File: src/sv/petscii_stream_decoder_defines.svh
// assertion macros used by the petscii stream decoder top level
`ifndef PETSCII_STREAM_DECODER_DEFINES_SVH
`define PETSCII_STREAM_DECODER_DEFINES_SVH

// antecedent holds at an edge, consequent holds at the same edge
`define PSD_ASSERT_SAME(label, clk, rst, ante, cons) \
   label: assert property (@(posedge clk) disable iff (rst) (ante) |-> (cons)) \
      else $error("psd assertion failed");

// antecedent holds at an edge, consequent holds at the next edge
`define PSD_ASSERT_NEXT(label, clk, rst, ante, cons) \
   label: assert property (@(posedge clk) disable iff (rst) (ante) |=> (cons)) \
      else $error("psd assertion failed");

`endif

File: src/sv/psd_pkg.sv
// types, constants and helpers of the petscii stream decoder
package psd_pkg;

   localparam int MODE_W = 2;

   typedef logic [MODE_W-1:0] mode_type;

   localparam logic CSR_LF_MODE = 1'b0;
   localparam logic CSR_CR_MODE = 1'b1;

   localparam mode_type LF_MODE_RESET = 2'd2;
   localparam mode_type CR_MODE_RESET = 2'd3;

   typedef enum logic [3:0] {
      ACT_NONE      = 4'd0,
      ACT_PRINT     = 4'd1,
      ACT_COL0      = 4'd2,
      ACT_DOWN      = 4'd3,
      ACT_NEWLINE   = 4'd4,
      ACT_LOWERSET  = 4'd5,
      ACT_UPPERSET  = 4'd6,
      ACT_CRSR_DOWN = 4'd7,
      ACT_HOME      = 4'd8,
      ACT_BACKSPACE = 4'd9,
      ACT_RIGHT     = 4'd10,
      ACT_UP        = 4'd11,
      ACT_CLEAR     = 4'd12,
      ACT_INSERT    = 4'd13,
      ACT_LEFT      = 4'd14
   } action_type;

   // line feed / carriage return mode encodings
   localparam mode_type MODE_NONE     = 2'd0;
   localparam mode_type MODE_COL0     = 2'd1;
   localparam mode_type MODE_DOWN     = 2'd2;
   localparam mode_type MODE_DOWN_COL = 2'd3;

   // petscii control codes
   localparam logic [7:0] CH_LF      = 8'd10;
   localparam logic [7:0] CH_CR      = 8'd13;
   localparam logic [7:0] CH_LOWER   = 8'd14;
   localparam logic [7:0] CH_DOWN    = 8'd17;
   localparam logic [7:0] CH_RVS_ON  = 8'd18;
   localparam logic [7:0] CH_HOME    = 8'd19;
   localparam logic [7:0] CH_DEL     = 8'd20;
   localparam logic [7:0] CH_RIGHT   = 8'd29;
   localparam logic [7:0] CH_QUOTE   = 8'd34;
   localparam logic [7:0] CH_CR_SH   = 8'd141;
   localparam logic [7:0] CH_UPPER   = 8'd142;
   localparam logic [7:0] CH_UP      = 8'd145;
   localparam logic [7:0] CH_RVS_OFF = 8'd146;
   localparam logic [7:0] CH_CLEAR   = 8'd147;
   localparam logic [7:0] CH_INSERT  = 8'd148;
   localparam logic [7:0] CH_LEFT    = 8'd157;

   localparam logic [3:0] COLOUR_RESET = 4'd1;
   localparam logic [7:0] INSERT_MAX   = 8'd255;

   typedef struct packed {
      logic       quote_on;
      logic [7:0] insert_pending;
      logic       lower_set;
      logic [3:0] colour_now;
      logic       reverse_on;
   } psd_state_type;

   localparam psd_state_type STATE_RESET = '{
      quote_on: 1'b0, insert_pending: 8'd0, lower_set: 1'b1,
      colour_now: COLOUR_RESET, reverse_on: 1'b0
   };

   typedef struct packed {
      action_type action;
      logic [7:0] glyph;
      logic [3:0] fg_colour;
      logic       inverse;
   } psd_result_type;

   function automatic action_type mode_action(input mode_type m);
      action_type a;
      unique case (m)
         MODE_NONE:     a = ACT_NONE;
         MODE_COL0:     a = ACT_COL0;
         MODE_DOWN:     a = ACT_DOWN;
         MODE_DOWN_COL: a = ACT_NEWLINE;
         default:       a = ACT_NONE;
      endcase
      return a;
   endfunction

endpackage

File: src/sv/psd_channels.sv
// valid/ready channel interfaces for requests and responses
interface psd_req_if;
   logic       valid;
   logic       ready;
   logic [7:0] rx_byte;

   modport source (output valid, output rx_byte, input ready);
   modport sink   (input valid, input rx_byte, output ready);
endinterface

interface psd_rsp_if;
   logic       valid;
   logic       ready;
   logic [3:0] action;
   logic [7:0] glyph;
   logic [3:0] fg_colour;
   logic       inverse;

   modport source (output valid, output action, output glyph, output fg_colour,
                   output inverse, input ready);
   modport sink   (input valid, input action, input glyph, input fg_colour,
                   input inverse, output ready);
endinterface

File: src/sv/psd_decode.sv
// combinational decode of one petscii byte against the terminal state
module psd_decode (
   input  logic [7:0]              rx_byte,
   input  psd_pkg::psd_state_type  state,
   input  psd_pkg::mode_type       lf_mode,
   input  psd_pkg::mode_type       cr_mode,
   output psd_pkg::psd_state_type  state_next,
   output psd_pkg::psd_result_type result
);
   import psd_pkg::*;

   typedef struct packed {
      logic       hit;
      logic [3:0] value;
   } colour_hit_type;

   function automatic logic [7:0] ctl_glyph(input logic [7:0] c, input logic lower);
      logic [7:0] g;
      case (c)
         8'd27:   g = 8'h5B;
         8'd28:   g = 8'h9A;
         8'd29:   g = 8'h5D;
         8'd30:   g = 8'h98;
         8'd31:   g = 8'h99;
         8'd155:  g = 8'h9B;
         8'd156:  g = 8'h9C;
         8'd157:  g = 8'h9D;
         8'd158:  g = lower ? 8'h9E : 8'hCE;
         8'd159:  g = lower ? 8'h9F : 8'hDF;
         default: begin
            if (c < 8'd32) g = lower ? 8'(c + 8'd96) : 8'(c + 8'd64);
            else           g = lower ? 8'(c - 8'd64) : 8'(c + 8'd64);
         end
      endcase
      return g;
   endfunction

   function automatic logic [7:0] print_glyph(input logic [7:0] c, input logic lower);
      logic [7:0] g;
      if (c >= 8'd65 && c <= 8'd90 && lower) begin
         g = 8'(c + 8'd32);
      end else if (c >= 8'd97 && c <= 8'd122) begin
         g = lower ? 8'(c - 8'd32) : 8'(c + 8'd96);
      end else if (c >= 8'd149 && c <= 8'd191 && c != 8'd169 && c != 8'd186) begin
         g = 8'(c + 8'd64);
      end else if (c >= 8'd133 && c <= 8'd140) begin
         g = 8'd0;
      end else begin
         case (c)
            8'd92:   g = 8'h9A;
            8'd94:   g = 8'h98;
            8'd95:   g = 8'h99;
            8'd96:   g = 8'hC0;
            8'd123:  g = 8'h9B;
            8'd124:  g = 8'h9C;
            8'd125:  g = 8'h9D;
            8'd126:  g = lower ? 8'h9E : 8'hDE;
            8'd127:  g = lower ? 8'h9F : 8'hDF;
            8'd169:  g = lower ? 8'hA9 : 8'hE9;
            8'd186:  g = lower ? 8'hBA : 8'hFA;
            default: g = c;
         endcase
      end
      return g;
   endfunction

   function automatic colour_hit_type colour_lookup(input logic [7:0] c);
      colour_hit_type r;
      r.hit = 1'b1;
      case (c)
         8'd5:    r.value = 4'd1;
         8'd28:   r.value = 4'd2;
         8'd30:   r.value = 4'd5;
         8'd31:   r.value = 4'd6;
         8'd129:  r.value = 4'd8;
         8'd144:  r.value = 4'd0;
         8'd149:  r.value = 4'd9;
         8'd150:  r.value = 4'd10;
         8'd151:  r.value = 4'd11;
         8'd152:  r.value = 4'd12;
         8'd153:  r.value = 4'd13;
         8'd154:  r.value = 4'd14;
         8'd155:  r.value = 4'd15;
         8'd156:  r.value = 4'd4;
         8'd158:  r.value = 4'd7;
         8'd159:  r.value = 4'd3;
         default: begin
            r.hit   = 1'b0;
            r.value = 4'd0;
         end
      endcase
      return r;
   endfunction

   logic [7:0]     code;
   logic           quote_t;
   logic           lo_ctl;
   logic           hi_ctl;
   logic           ins_busy;
   logic [7:0]     ins_dec;
   logic [7:0]     pglyph;
   colour_hit_type colour;

   // fold 192-255 onto the lower code ranges
   always_comb begin
      if (rx_byte <= 8'd191)      code = rx_byte;
      else if (rx_byte <= 8'd223) code = 8'(rx_byte - 8'd96);
      else if (rx_byte <= 8'd254) code = 8'(rx_byte - 8'd64);
      else                        code = 8'd126;
   end

   assign quote_t  = state.quote_on ^ (code == CH_QUOTE);
   assign lo_ctl   = (code < 8'd32) && (code != CH_CR) && !(quote_t && code == CH_DEL);
   assign hi_ctl   = (code >= 8'd128) && (code < 8'd160) && (quote_t || code != CH_INSERT);
   assign ins_busy = (state.insert_pending != 8'd0);
   assign ins_dec  = ins_busy ? 8'(state.insert_pending - 8'd1) : 8'd0;
   assign pglyph   = print_glyph(code, state.lower_set);
   assign colour   = colour_lookup(code);

   always_comb begin
      state_next          = state;
      state_next.quote_on = quote_t;
      result              = '{action: ACT_NONE, glyph: 8'd0,
                              fg_colour: state.colour_now, inverse: 1'b0};

      if ((quote_t || ins_busy) && (lo_ctl || hi_ctl)) begin
         // control code shown as a reversed glyph
         state_next.insert_pending = ins_dec;
         result.action             = ACT_PRINT;
         result.glyph              = ctl_glyph(code, state.lower_set);
         result.inverse            = 1'b1;
      end else if (colour.hit) begin
         state_next.colour_now = colour.value;
         result.fg_colour      = colour.value;
      end else begin
         unique case (code)
            CH_LF: result.action = mode_action(lf_mode);
            CH_CR, CH_CR_SH: begin
               result.action             = mode_action(cr_mode);
               state_next.insert_pending = 8'd0;
               state_next.quote_on       = 1'b0;
               state_next.reverse_on     = 1'b0;
            end
            CH_LOWER: begin
               state_next.lower_set = 1'b1;
               result.action        = ACT_LOWERSET;
            end
            CH_UPPER: begin
               state_next.lower_set = 1'b0;
               result.action        = ACT_UPPERSET;
            end
            CH_DOWN:    result.action = ACT_CRSR_DOWN;
            CH_RVS_ON:  state_next.reverse_on = 1'b1;
            CH_HOME:    result.action = ACT_HOME;
            CH_DEL:     result.action = ACT_BACKSPACE;
            CH_RIGHT:   result.action = ACT_RIGHT;
            CH_UP:      result.action = ACT_UP;
            CH_RVS_OFF: state_next.reverse_on = 1'b0;
            CH_CLEAR:   result.action = ACT_CLEAR;
            CH_INSERT: begin
               result.action = ACT_INSERT;
               if (state.insert_pending != INSERT_MAX) begin
                  state_next.insert_pending = 8'(state.insert_pending + 8'd1);
               end
            end
            CH_LEFT:    result.action = ACT_LEFT;
            default: begin
               state_next.insert_pending = ins_dec;
               if (pglyph != 8'd0) begin
                  result.action  = ACT_PRINT;
                  result.glyph   = pglyph;
                  result.inverse = state.reverse_on;
               end
            end
         endcase
      end
   end

endmodule

File: src/sv/petscii_stream_decoder.sv
// petscii stream decoder top level: input stage, decode, terminal state and response stage
// a byte taken into the input register is decoded and then moved into the response register
// throughput: one byte per cycle while responses are taken; the terminal state updates as a byte
//   moves into the response register, so each byte sees the state left by the byte before it
// the input and response registers stall independently, so a byte is taken while a response waits
// reset (synchronous, active high) empties both stages, restores the terminal state and the modes
`include "petscii_stream_decoder_defines.svh"

module petscii_stream_decoder (
   input  logic                  clock,
   input  logic                  reset,
   psd_req_if.sink               req_chan,
   psd_rsp_if.source             rsp_chan,
   input  logic                  csr_we,
   input  logic                  csr_index,
   input  logic [psd_pkg::MODE_W-1:0] csr_wdata
);
   import psd_pkg::*;

   logic           in_valid_ff, in_valid_in;
   logic [7:0]     in_byte_ff;
   logic           rsp_valid_ff, rsp_valid_in;
   psd_result_type rsp_data_ff;
   psd_result_type dec_result;
   psd_state_type  state_ff, state_in;
   mode_type       lf_mode_ff, cr_mode_ff;
   logic           advance;
   logic           req_take;

   assign advance        = in_valid_ff && (!rsp_valid_ff || rsp_chan.ready);
   assign req_chan.ready = !in_valid_ff || advance;
   assign req_take       = req_chan.valid && req_chan.ready;

   assign in_valid_in  = req_take ? 1'b1 : (advance ? 1'b0 : in_valid_ff);
   assign rsp_valid_in = advance ? 1'b1 : (rsp_chan.ready ? 1'b0 : rsp_valid_ff);

   psd_decode u_decode (
      .rx_byte    (in_byte_ff),
      .state      (state_ff),
      .lf_mode    (lf_mode_ff),
      .cr_mode    (cr_mode_ff),
      .state_next (state_in),
      .result     (dec_result)
   );

   always_ff @(posedge clock) begin
      if (reset) begin
         in_valid_ff  <= 1'b0;
         rsp_valid_ff <= 1'b0;
         state_ff     <= STATE_RESET;
         lf_mode_ff   <= LF_MODE_RESET;
         cr_mode_ff   <= CR_MODE_RESET;
      end else begin
         in_valid_ff  <= in_valid_in;
         rsp_valid_ff <= rsp_valid_in;
         if (advance) state_ff <= state_in;
         if (csr_we) begin
            case (csr_index)
               CSR_LF_MODE: lf_mode_ff <= csr_wdata;
               CSR_CR_MODE: cr_mode_ff <= csr_wdata;
               default:     ;
            endcase
         end
      end
   end

   // payload registers
   always_ff @(posedge clock) begin
      if (req_take) in_byte_ff  <= req_chan.rx_byte;
      if (advance)  rsp_data_ff <= dec_result;
   end

   assign rsp_chan.valid     = rsp_valid_ff;
   assign rsp_chan.action    = rsp_data_ff.action;
   assign rsp_chan.glyph     = rsp_data_ff.glyph;
   assign rsp_chan.fg_colour = rsp_data_ff.fg_colour;
   assign rsp_chan.inverse   = rsp_data_ff.inverse;

   `PSD_ASSERT_SAME(a_inverse_only_print, clock, reset,
      rsp_valid_ff && rsp_data_ff.inverse, rsp_data_ff.action == ACT_PRINT)
   `PSD_ASSERT_SAME(a_print_has_glyph, clock, reset,
      rsp_valid_ff && rsp_data_ff.action == ACT_PRINT, rsp_data_ff.glyph != 8'd0)
   `PSD_ASSERT_SAME(a_glyph_only_print, clock, reset,
      rsp_valid_ff && rsp_data_ff.action != ACT_PRINT, rsp_data_ff.glyph == 8'd0)
   `PSD_ASSERT_NEXT(a_state_holds_idle, clock, reset, !advance, $stable(state_ff))
   `PSD_ASSERT_NEXT(a_insert_step, clock, reset, 1'b1,
      state_ff.insert_pending == $past(state_ff.insert_pending) ||
      state_ff.insert_pending == 8'($past(state_ff.insert_pending) + 8'd1) ||
      state_ff.insert_pending == 8'($past(state_ff.insert_pending) - 8'd1) ||
      state_ff.insert_pending == 8'd0)

endmodule

File: src/flat_wrapper.sv
// flat-port wrapper written by rule: the top's interface ports become plain ports
module petscii_stream_decoder_flat import psd_pkg::*;
  (clock, reset, csr_we, csr_index, csr_wdata, req_chan_valid, req_chan_rx_byte, req_chan_ready, rsp_chan_valid, rsp_chan_action, rsp_chan_glyph, rsp_chan_fg_colour, rsp_chan_inverse, rsp_chan_ready);
  psd_req_if req_chan_i ();
  psd_rsp_if rsp_chan_i ();
  input  logic clock;
  input  logic reset;
  input  logic csr_we;
  input  logic csr_index;
  input  logic [psd_pkg::MODE_W-1:0] csr_wdata;
  input wire logic [$bits(req_chan_i.valid)-1:0] req_chan_valid;
  input wire logic [$bits(req_chan_i.rx_byte)-1:0] req_chan_rx_byte;
  output wire logic [$bits(req_chan_i.ready)-1:0] req_chan_ready;
  output wire logic [$bits(rsp_chan_i.valid)-1:0] rsp_chan_valid;
  output wire logic [$bits(rsp_chan_i.action)-1:0] rsp_chan_action;
  output wire logic [$bits(rsp_chan_i.glyph)-1:0] rsp_chan_glyph;
  output wire logic [$bits(rsp_chan_i.fg_colour)-1:0] rsp_chan_fg_colour;
  output wire logic [$bits(rsp_chan_i.inverse)-1:0] rsp_chan_inverse;
  input wire logic [$bits(rsp_chan_i.ready)-1:0] rsp_chan_ready;
  assign req_chan_i.valid = req_chan_valid;
  assign req_chan_i.rx_byte = req_chan_rx_byte;
  assign req_chan_ready = req_chan_i.ready;
  assign rsp_chan_valid = rsp_chan_i.valid;
  assign rsp_chan_action = rsp_chan_i.action;
  assign rsp_chan_glyph = rsp_chan_i.glyph;
  assign rsp_chan_fg_colour = rsp_chan_i.fg_colour;
  assign rsp_chan_inverse = rsp_chan_i.inverse;
  assign rsp_chan_i.ready = rsp_chan_ready;
  petscii_stream_decoder u_core (.clock(clock), .reset(reset), .req_chan(req_chan_i), .rsp_chan(rsp_chan_i), .csr_we(csr_we), .csr_index(csr_index), .csr_wdata(csr_wdata));
endmodule
File: config.mk
export PLATFORM = sky130hd
export DESIGN_NAME = petscii_stream_decoder_flat
export DESIGN_NICKNAME = d
export VERILOG_FILES = /design/src/sv/psd_pkg.sv /design/src/sv/psd_channels.sv /design/src/sv/psd_decode.sv /design/src/sv/petscii_stream_decoder.sv /design/src/flat_wrapper.sv
export VERILOG_INCLUDE_DIRS = /design/src /design/src/sv
export SDC_FILE = /design/constraint.sdc
export NUM_CORES = 1
export LEC_CHECK = 0
export BUFFER_PORTS_ARGS = -buffer_cell sky130_fd_sc_hd__buf_2
export CAP_MARGIN = 15
export CORE_ASPECT_RATIO = 2
export CORE_MARGIN = 4
export CORE_UTILIZATION = 66
export DETAILED_ROUTE_END_ITERATION = 7
export PLACE_DENSITY = 0.89
export SYNTH_ARGS = -nofsm -noshare
export SYNTH_HDL_FRONTEND = slang
export SYNTH_SLANG_ARGS = --single-unit
File: constraint.sdc
create_clock -name clock -period 8.45 [get_ports clock]
set_input_delay 2.1125 -clock clock [delete_from_list [all_inputs] [get_ports clock]]
set_output_delay 2.1125 -clock clock [all_outputs]
set_load 0.05 [all_outputs]
Yosys cells after proc, flatten, opt, wreduce, memory -nomap -nowiden
Index checks and enable logic that the tools add are counted.
Cells by class
  magnitude comparators: 14
  multiplexer cells: 45
  bitwise operators: 4
  add/sub/neg operators: 9
  eq/ne operators: 58
  reductions and logical operators: 44
Operators with widths (count)
  == test 8 bit, second input constant: 21
  two-way mux 8 bit: 16
  case mux 8 bit (11 select lines): 1
  case mux 8 bit (10 select lines): 1
  == test 8 x 5 -> 1 bit, second input constant: 9
  == test 8 x 7 -> 1 bit, second input constant: 9
  case mux 4 bit (15 select lines): 1
  case mux 4 bit (13 select lines): 1
  less-or-equal comparator 8 bit, second input constant: 5
  two-way mux 7 bit: 5
  inequality test 8 bit, second input constant: 4
  case mux 4 bit (4 select lines): 2
  == test 8 x 4 -> 1 bit, second input constant: 3
  >= comparator 8 bit, second input constant: 3
  case mux 8 bit (3 select lines): 1
  subtractor 8 x 7 -> 8 bit, second input constant: 3
  two-way mux 9 bit: 2
  adder 8 x 7 -> 8 bit, second input constant: 2
  >= comparator 8 x 7 -> 1 bit, second input constant: 2
  less-or-equal comparator 8 x 7 -> 1 bit, second input constant: 2
  nonzero test 8 bit: 2
  OR reduction 16 bit: 1
  logical AND 1 bit: 15
  OR reduction 15 bit: 1
  other kinds (28): 62
Word-level totals
  register bits: 46
  bits of input ports: 16
  output and inout bits: 19
  logic and storage cells: 189

Logic depth before layout (Yosys ltp)
Gate-level depths: netlist (run 1).
  depth after elaboration: 16
  mapped depth: 18
  depth with buffers taken out: 14

Cells and area by module
A second synthesis (run 1) with hierarchy kept.
Unflattened totals
  cell total of the unflattened synthesis: 543
  area total of the unflattened synthesis: 4386.7 µm²
By module, submodules not included
  psd_decode: cells an instance 427, instances 1, sequential area each 0.0 µm², area each 2718.9 µm²
  petscii_stream_decoder: cells an instance 116, instances 1, sequential area each 1171.1 µm², area each 1667.8 µm²

Worst setup path after synthesis (run 1)
Ideal clock, no wire load.
  path type: input to output
  from: in rsp_chan_ready
  to: out req_chan_ready
  data required time: 6.338 ns
  setup slack: 3.721 ns
  arrival: 2.617 ns
  buffers on the path: 0
  stages: 2
  path through: nor2b_1 nand2_1
On the way
  longest elaborated chain between the ends: 3
Ends and longest elaborated chain
  start: declaration: RTL line flat_wrapper.sv:19  | input wire logic [$bits(rsp_chan_i.ready)-1:0] rsp_chan_ready;
  logical OR 1 bit: RTL line petscii_stream_decoder.sv:30  | assign advance = in_valid_ff && (!rsp_valid_ff || rsp_chan.ready);
  logical AND 1 bit: RTL line petscii_stream_decoder.sv:30
  logical OR 1 bit: RTL line petscii_stream_decoder.sv:31  | assign req_chan.ready = !in_valid_ff || advance;
  end: declaration: RTL line flat_wrapper.sv:13  | output wire logic [$bits(req_chan_i.ready)-1:0] req_chan_ready;
Every way passes these cells.

==> run summary, run 1 <==
Status = finished with violations
Failing checks = DRC
Port Buf Inserts = 34
Clock-pin slew on the worst setup and hold paths = 0.06 ns
Die Height = 119 um
Routability cong. = 1.02
Clock tree sinks = 46
Skew final = 0.00464 ns
Die area = 7610 um^2
Critical path type = reg2reg
TritonCTS Buffers = 5
Remaining Overflow, GRT = 0
Hold Vio Cnt, Final = 0
Most used DFF post-synth = edfxtp_1
Layout cell share with drive strength beyond 1 = 0.141
Vias per std cell = 7.32
Dpl cells = 572
Placed instance area = 4190 um^2
Final Setup Violations = 0
Synth unique cells = 87
CTS tree = built
Post-Syn Instances = 506
Synth top area share = 0.183
Max transition margin = 0.444
F_max = 0.199 GHz
Worst Path Required = 8.48 ns
Max capacitance violation total = 0
Slowest CP cell = edfxtp_1
P_leak = 0.00160 uW
Die extent in x = 63.7 um
CP startpoint kind = flip-flop
Register bit total from synthesis = 46
Clock network fraction of total power = 0.257
Post-synth EDFFs = 25
Mapped Area = 4100 um^2
Vias in the first global route = 4053
Ys async rst share = 0
# diodes = 0
Most common cell after layout, fill and taps aside = nor2_1
H-tree Lvls = 2
Most frequent cells in the layout = 45 x nor2_1, 40 x a21oi_1, 39 x nand2_1
Syn nets = 539
Setup bufs post-CTS = 0
# fillers = 486
Initial antenna violation count = 0
Post-CTS sizing = 0
Tot GR Track Use = 0.317
Yosys top cell by area = edfxtp_1
Root buffer cell = clkbuf_16
Cell area after layout = 4330 um^2
Total number of vias = 4244
Synth area leaders = edfxtp_1 18%, dfxtp_1 10%, ha_1 5.2%
Hold Crit Class = reg2reg
Core box area = 6010 um^2
P per Cell Area = 174 nW/um^2
DRC viols = 1
Ys Warns = 0
Max Slew Vio Count = 0
Final setup TNS = 0 ns
Flop pwr share = 0.366
Post-DRT Antenna Nets = 0
Num rows = 40
Peak supply drop = 0.154 mV
Area grow syn2layout = 5.74%
I/O Pins = 35
CP cell instances = ha_1 > nand4bb_1 > o211ai_1 > nor2_1 > ha_1 > or3b_4 > nor3_1 > a31oi_1 > and4_1 > o21ai_1 > nor2_2 > a21oi_1 > nor2_1
Drt total wl = 12100 um
Slew @ Worst Pin = 0.831 ns
Clock Path Buffers = 2
Largest delay share family, worst path = simple AND/OR/NAND/NOR gates
Worst path bufs/invs = 0
Final Net Count = 549
Int Pwr = 466 uW
CTS Hold Buffers Added = 0
Critical Path Sink Type = flip-flop
Pin count of the biggest net entering global routing = 40
Initial core utilization = 0.682
Crit path max fanout = 20
Tmin final = 5.03 ns
Comb pwr share = 0.377
Worst stage delay on the critical path = 0.71 ns
Pre-antenna DRT Iters = 8
Sw power = 289 uW
First-pass GRT wire length = 19100 um
Routed len/inst = 20.8 um
Non-filler cells, final = 580
DPL Wire Length = 8820 um
Switching Share = 0.383
Avg Inst Size Synth = 8.09 um^2
Post-synthesis sequential area ratio = 0.286
Post-route clock period utilization = 0.595
Clk Latency, worst-skew pair = 0.29 ns
Initial DRC Count = 514
Crit path DAT = 5.05 ns
RSZ-0062 raised after global routing = false
stage by stage:
stage          setup WS, ns  utilization  hold slack, ns  power (uW)
2_1_floorplan          3.72            -           0.466         501
3_3_place_gp           3.64        0.698           0.483         552
3_5_place_dp           3.58        0.698           0.492         557
4_1_cts                3.48        0.721           0.500         749
5_1_grt                3.14        0.721           0.520         793
6_report               3.42        0.721           0.495         755
registers in the layout, summed over array words and instances (netlist names):
register and cells:
u_core.cr_mode_ff 2, u_core.in_byte_ff 8, u_core.in_valid_ff 1, u_core.lf_mode_ff 2, u_core.rsp_chan.action 4, u_core.rsp_chan.fg_colour 4
u_core.rsp_chan.glyph 8, u_core.rsp_chan.inverse 1, u_core.rsp_chan.valid 1, u_core.state_ff 15
final cells by class:
class / count / area (um^2) / area share
clock buffer: 6 / 129 / 0.0298
inverter: 17 / 63.8 / 0.0147
timing repair buffer: 39 / 208 / 0.0480
sequential: 46 / 1170 / 0.270
multi-input combinational: 407 / 2670 / 0.616
tap: 63 / 78.8 / 0.0182
clock inverter: 2 / 12.5 / 0.00289
per-layer routing:
| layer | vias up | wire length [um] | GRT usage |
|---|---|---|---|
| met1 | 1920 | 4220 | 0.317 |
| met5 | - | 0 | 0 |
| li1 | 1954 | - | - |
| met4 | 0 | 1180 | 0.290 |
| met3 | 99 | 684 | 0.0453 |
| met2 | 271 | 6000 | 0.546 |
path summary, 6_finish.rpt:
check                                                  startpoint                                 end  slack (ns)  depth (start not counted)
worst min-delay path            u_core.cr_mode_ff[0]$_SDFFE_PP1P_   u_core.cr_mode_ff[0]$_SDFFE_PP1P_        0.50                          2
worst min register to register  u_core.cr_mode_ff[0]$_SDFFE_PP1P_   u_core.cr_mode_ff[0]$_SDFFE_PP1P_        0.50                          2
worst max-delay path               u_core.in_byte_ff[5]$_DFFE_PP_  u_core.rsp_chan.glyph[0]$_DFFE_PP_        3.42                         13
worst max register to register     u_core.in_byte_ff[5]$_DFFE_PP_  u_core.rsp_chan.glyph[0]$_DFFE_PP_        3.42                         13
power by group through the flow:
stage	clock [uW]	sequential [uW]	combinational (uW)
after floorplan	0	299	202
after global placement	0	279	273
after detailed placement	0	280	276
after CTS	195	276	278
after global routing	205	279	309
final	194	276	285
worst register-to-register path, cell delays in order, from the launching register on:
cell and delay, ns:
edfxtp_1 0.71, ha_1 0.27, nand4bb_1 0.13, o211ai_1 0.15
nor2_1 0.48, ha_1 0.46, or3b_4 0.46, nor3_1 0.52
a31oi_1 0.25, and4_1 0.38, o21ai_1 0.48, nor2_2 0.19
a21oi_1 0.21, nor2_1 0.07
synthesized netlist by cell type, types with 5 or more instances:
| cell | instances |
|---|---|
| nor2_1 | 45 |
| a21oi_1 | 40 |
| nand2_1 | 39 |
| o21ai_0 | 28 |
| edfxtp_1 | 25 |
| dfxtp_1 | 21 |
| nand3_1 | 21 |
| nor3_1 | 19 |
| ha_1 | 17 |
| inv_1 | 16 |
| clkbuf_1 | 15 |
| nor2b_1 | 11 |
| buf_2 | 10 |
| nand2b_1 | 10 |
| o22ai_1 | 9 |
| o32ai_1 | 9 |
| and2_1 | 8 |
| o211ai_1 | 8 |
| a211oi_1 | 7 |
| and3_1 | 6 |
| mux2i_1 | 6 |
| nand4_1 | 6 |
| o21a_1 | 6 |
| o221ai_1 | 5 |
| or3_1 | 5 |
logic make-up after synthesis:
group / after synthesis / synth area share
adders and majority gates: 17 / 0.0519
muxes: 6 / 0.0147
buffers and inverters: 53 / 0.0626
xor gates and xnor gates: 5 / 0.0107
and+or+nand+nor: 206 / 0.274
AOI/OAI and AO/OA: 173 / 0.300
DFF: 46 / 0.286
Note: power is estimated with default switching activity, not from simulation.
==> inputs of run 2 (changes only) <==
--- a/config.mk
+++ b/config.mk
@@ -10,9 +10,9 @@
 export CAP_MARGIN = 15
 export CORE_ASPECT_RATIO = 2
 export CORE_MARGIN = 4
-export CORE_UTILIZATION = 66
+export CORE_UTILIZATION = 55
 export DETAILED_ROUTE_END_ITERATION = 7
-export PLACE_DENSITY = 0.89
+export PLACE_DENSITY = 0.79
 export SYNTH_ARGS = -nofsm -noshare
 export SYNTH_HDL_FRONTEND = slang
 export SYNTH_SLANG_ARGS = --single-unit
==> constraint.sdc (replaced) <==
create_clock -name clock -period 4.19 [get_ports clock]
set_input_delay 1.0475 -clock clock [delete_from_list [all_inputs] [get_ports clock]]
set_output_delay 1.0475 -clock clock [all_outputs]
set_load 0.05 [all_outputs]
==> run 2 against run 1 <==
The flow now finishes without violations. Die area is 18% higher. Combinational power rose by 120%. Total power grew 120%. Via count increased by 2.3%. First-iteration DRC count is 6.2% higher. Register-to-register slack worse by 3.2 ns. Sequential power is 100% higher. Clock power up 130%. Core utilization decreased by 9.1 points. Setup slack lost 3.2 ns. Critical path depth unchanged. Critical path type unchanged. Critical endpoint is now u_core.state_ff[10]$_SDFFE_PP0P_. Largest power group unchanged.
==> run summary, run 2 (synthesis gave the netlist of run 1 again) <==
GR Util met3 = 0.0409 (was 0.0453)
Most frequent cells in the layout = 45 x nor2_1, 40 x a21oi_1, 39 x nand2_1 (unchanged)
Die Height = 130 um (was 119 um)
Die extent in x = 69.0 um (was 63.7 um)
Vias in the first global route = 4260 (was 4053)
Max capacitance violation total = 0 (unchanged)
Slowest CP cell = or4_1 (was edfxtp_1)
Largest delay share family, worst path = simple AND/OR/NAND/NOR gates (unchanged)
Routability cong. = 0.992 (was 1.02)
Routed len/inst = 20.7 um (was 20.8 um)
Core box area = 7270 um^2 (was 6010 um^2)
Pre-CTS setup slack = 0.0892 ns (was 3.58 ns)
Clock tree sinks = 46 (unchanged)
Post-DRT Antenna Nets = 0 (unchanged)
P_leak = 0.00171 uW (was 0.00160 uW)
Worst path bufs/invs = 2 (was 0)
Slew @ Worst Pin = 0.814 ns (was 0.831 ns)
GRT met1 Usage = 0.300 (was 0.317)
Die area = 8970 um^2 (was 7610 um^2)
Worst Path Required = 4.36 ns (was 8.48 ns)
I/O Pins = 35 (unchanged)
Clock-pin slew on the worst setup and hold paths = 0.07 ns (was 0.06 ns)
Total number of vias = 4342 (was 4244)
Hold Crit Class = reg2reg (unchanged)
Clock Path Buffers = 2 (unchanged)
RSZ-0062 raised after global routing = false (unchanged)
Hold Vio Cnt, Final = 0 (unchanged)
CP startpoint kind = flip-flop (unchanged)
Vias per std cell = 6.91 (was 7.32)
Max Slew Vio Count = 0 (unchanged)
Worst stage delay on the critical path = 0.46 ns (was 0.71 ns)
Pre-antenna DRT Iters = 7 (was 8)
Final Setup Violations = 0 (unchanged)
Final setup TNS = 0 ns (unchanged)
# fillers = 674 (was 486)
First-pass GRT wire length = 20900 um (was 19100 um)
Crit path max fanout = 15 (was 20)
GRT busiest layer = met2 (unchanged)
Pin count of the biggest net entering global routing = 39 (was 40)
Remaining Overflow, GRT = 0 (unchanged)
Layout cell share with drive strength beyond 1 = 0.185 (was 0.141)
Tot GR Track Use = 0.292 (was 0.317)
CTS tree = built (unchanged)
Final setup margin = 0.252 ns (was 3.42 ns)
Root buffer cell = clkbuf_16 (unchanged)
Status = complete, no violations (was finished with violations)
Post-route clock period utilization = 0.940 (was 0.595)
DRC viols = 0 (was 1)
Drt total wl = 13000 um (was 12100 um)
Num rows = 44 (was 40)
DPL Wire Length = 9660 um (was 8820 um)
TritonCTS Buffers = 5 (unchanged)
Final core occ = 0.630 (was 0.721)
Initial antenna violation count = 0 (unchanged)
P per Cell Area = 357 nW/um^2 (was 174 nW/um^2)
Initial core utilization = 0.564 (was 0.682)
# diodes = 0 (unchanged)
Initial DRC Count = 546 (was 514)
CP cell instances = buf_4 > nand4bb_1 > o211ai_1 > nor2_1 > ha_1 > or3b_4 > or4_1 > buf_4 > nor3_1 > a2111oi_4 > o21ai_4 > mux2i_1 > nor2_1 (was ha_1 > nand4bb_1 > o211ai_1 > nor2_1 > ha_1 > or3b_4 > nor3_1 > a31oi_1 > and4_1 > o21ai_1 > nor2_2 > a21oi_1 > nor2_1)
Flip-flop count of the largest register after layout = 15 (unchanged)
Final Net Count = 568 (was 549)
Biggest register = u_core.state_ff (unchanged)
Skew final = 0.00766 ns (was 0.00464 ns)
Peak supply drop = 0.299 mV (was 0.154 mV)
Critical path type = reg2reg (unchanged)
Critical Path Sink Type = flip-flop (unchanged)
Crit path DAT = 4.11 ns (was 5.05 ns)
Met2 Track Usage GR = 0.526 (was 0.546)
H-tree Lvls = 2 (unchanged)
Tmin final = 3.94 ns (was 5.03 ns)
Clk Latency, worst-skew pair = 0.29 ns (about the same)
Port Buf Inserts = 34 (unchanged)
F_max = 0.254 GHz (was 0.199 GHz)
Max transition margin = 0.450 (was 0.444)
Most common cell after layout, fill and taps aside = nor2_1 (unchanged)
Area grow syn2layout = 11.8% (was 5.74%)
-- run 2: path summary, 6_finish.rpt --
check,from,end,slack [ns],depth (start not counted)
worst min register to register,u_core.cr_mode_ff[0]$_SDFFE_PP1P_,u_core.cr_mode_ff[0]$_SDFFE_PP1P_,0.50,2
worst max register to register,u_core.in_byte_ff[5]$_DFFE_PP_,u_core.state_ff[10]$_SDFFE_PP0P_,0.25,13
worst max-delay path,u_core.in_byte_ff[5]$_DFFE_PP_,u_core.state_ff[10]$_SDFFE_PP0P_,0.25,13
worst min-delay path,u_core.cr_mode_ff[0]$_SDFFE_PP1P_,u_core.cr_mode_ff[0]$_SDFFE_PP1P_,0.50,2
-- run 2: metal layers --
metal  wire, um  share of wire
met1       4470           0.34
met2       6770           0.52
met3        717          0.055
met4       1010          0.078
met5          0              0
-- run 2: layout make-up --
class | instances | area, um^2 | area share
Inverter | 17 | 63.8 | 0.0139
Timing Repair Buffer | 58 | 350 | 0.0765
Multi-Input combinational cell | 407 | 2710 | 0.592
Clock inverter | 3 | 43.8 | 0.00956
Clock buffer | 5 | 125 | 0.0273
Tap cell | 92 | 115 | 0.0251
Sequential cell | 46 | 1170 | 0.256
-- run 2: timing repair --
| action | in CTS | in global routing |
|---|---|---|
| endpoints found under the setup margin | 0 | 20 |
| buffers inserted | 0 | 1 |
| hold endpoints to repair | 0 | 0 |
| hold buffers | 0 | 0 |
| gates resized for setup | 0 | 9 |
-- run 2: per-stage QoR --
step | hold WS (ns) | area, um^2 | instances | total power [uW]
floorplan | 0.466 | 4100 | 506 | 1010
global placement | 0.484 | 4360 | 619 | 1150
detailed placement | 0.497 | 4360 | 619 | 1160
CTS | 0.506 | 4530 | 627 | 1610
global route | 0.523 | 4580 | 628 | 1710
finish | 0.503 | 4580 | 628 | 1630
-- run 2: worst min-delay path, stage by stage (launching register included) --
cell	delay (ns)
dfxtp_1	0.32
nand2_1	0.06
nand3_1	0.07
-- run 2: power breakdown --
part,internal [uW],total [uW],switching (uW)
combinational,220,625,405
sequential,523,555,32.2
clock,282,454,172
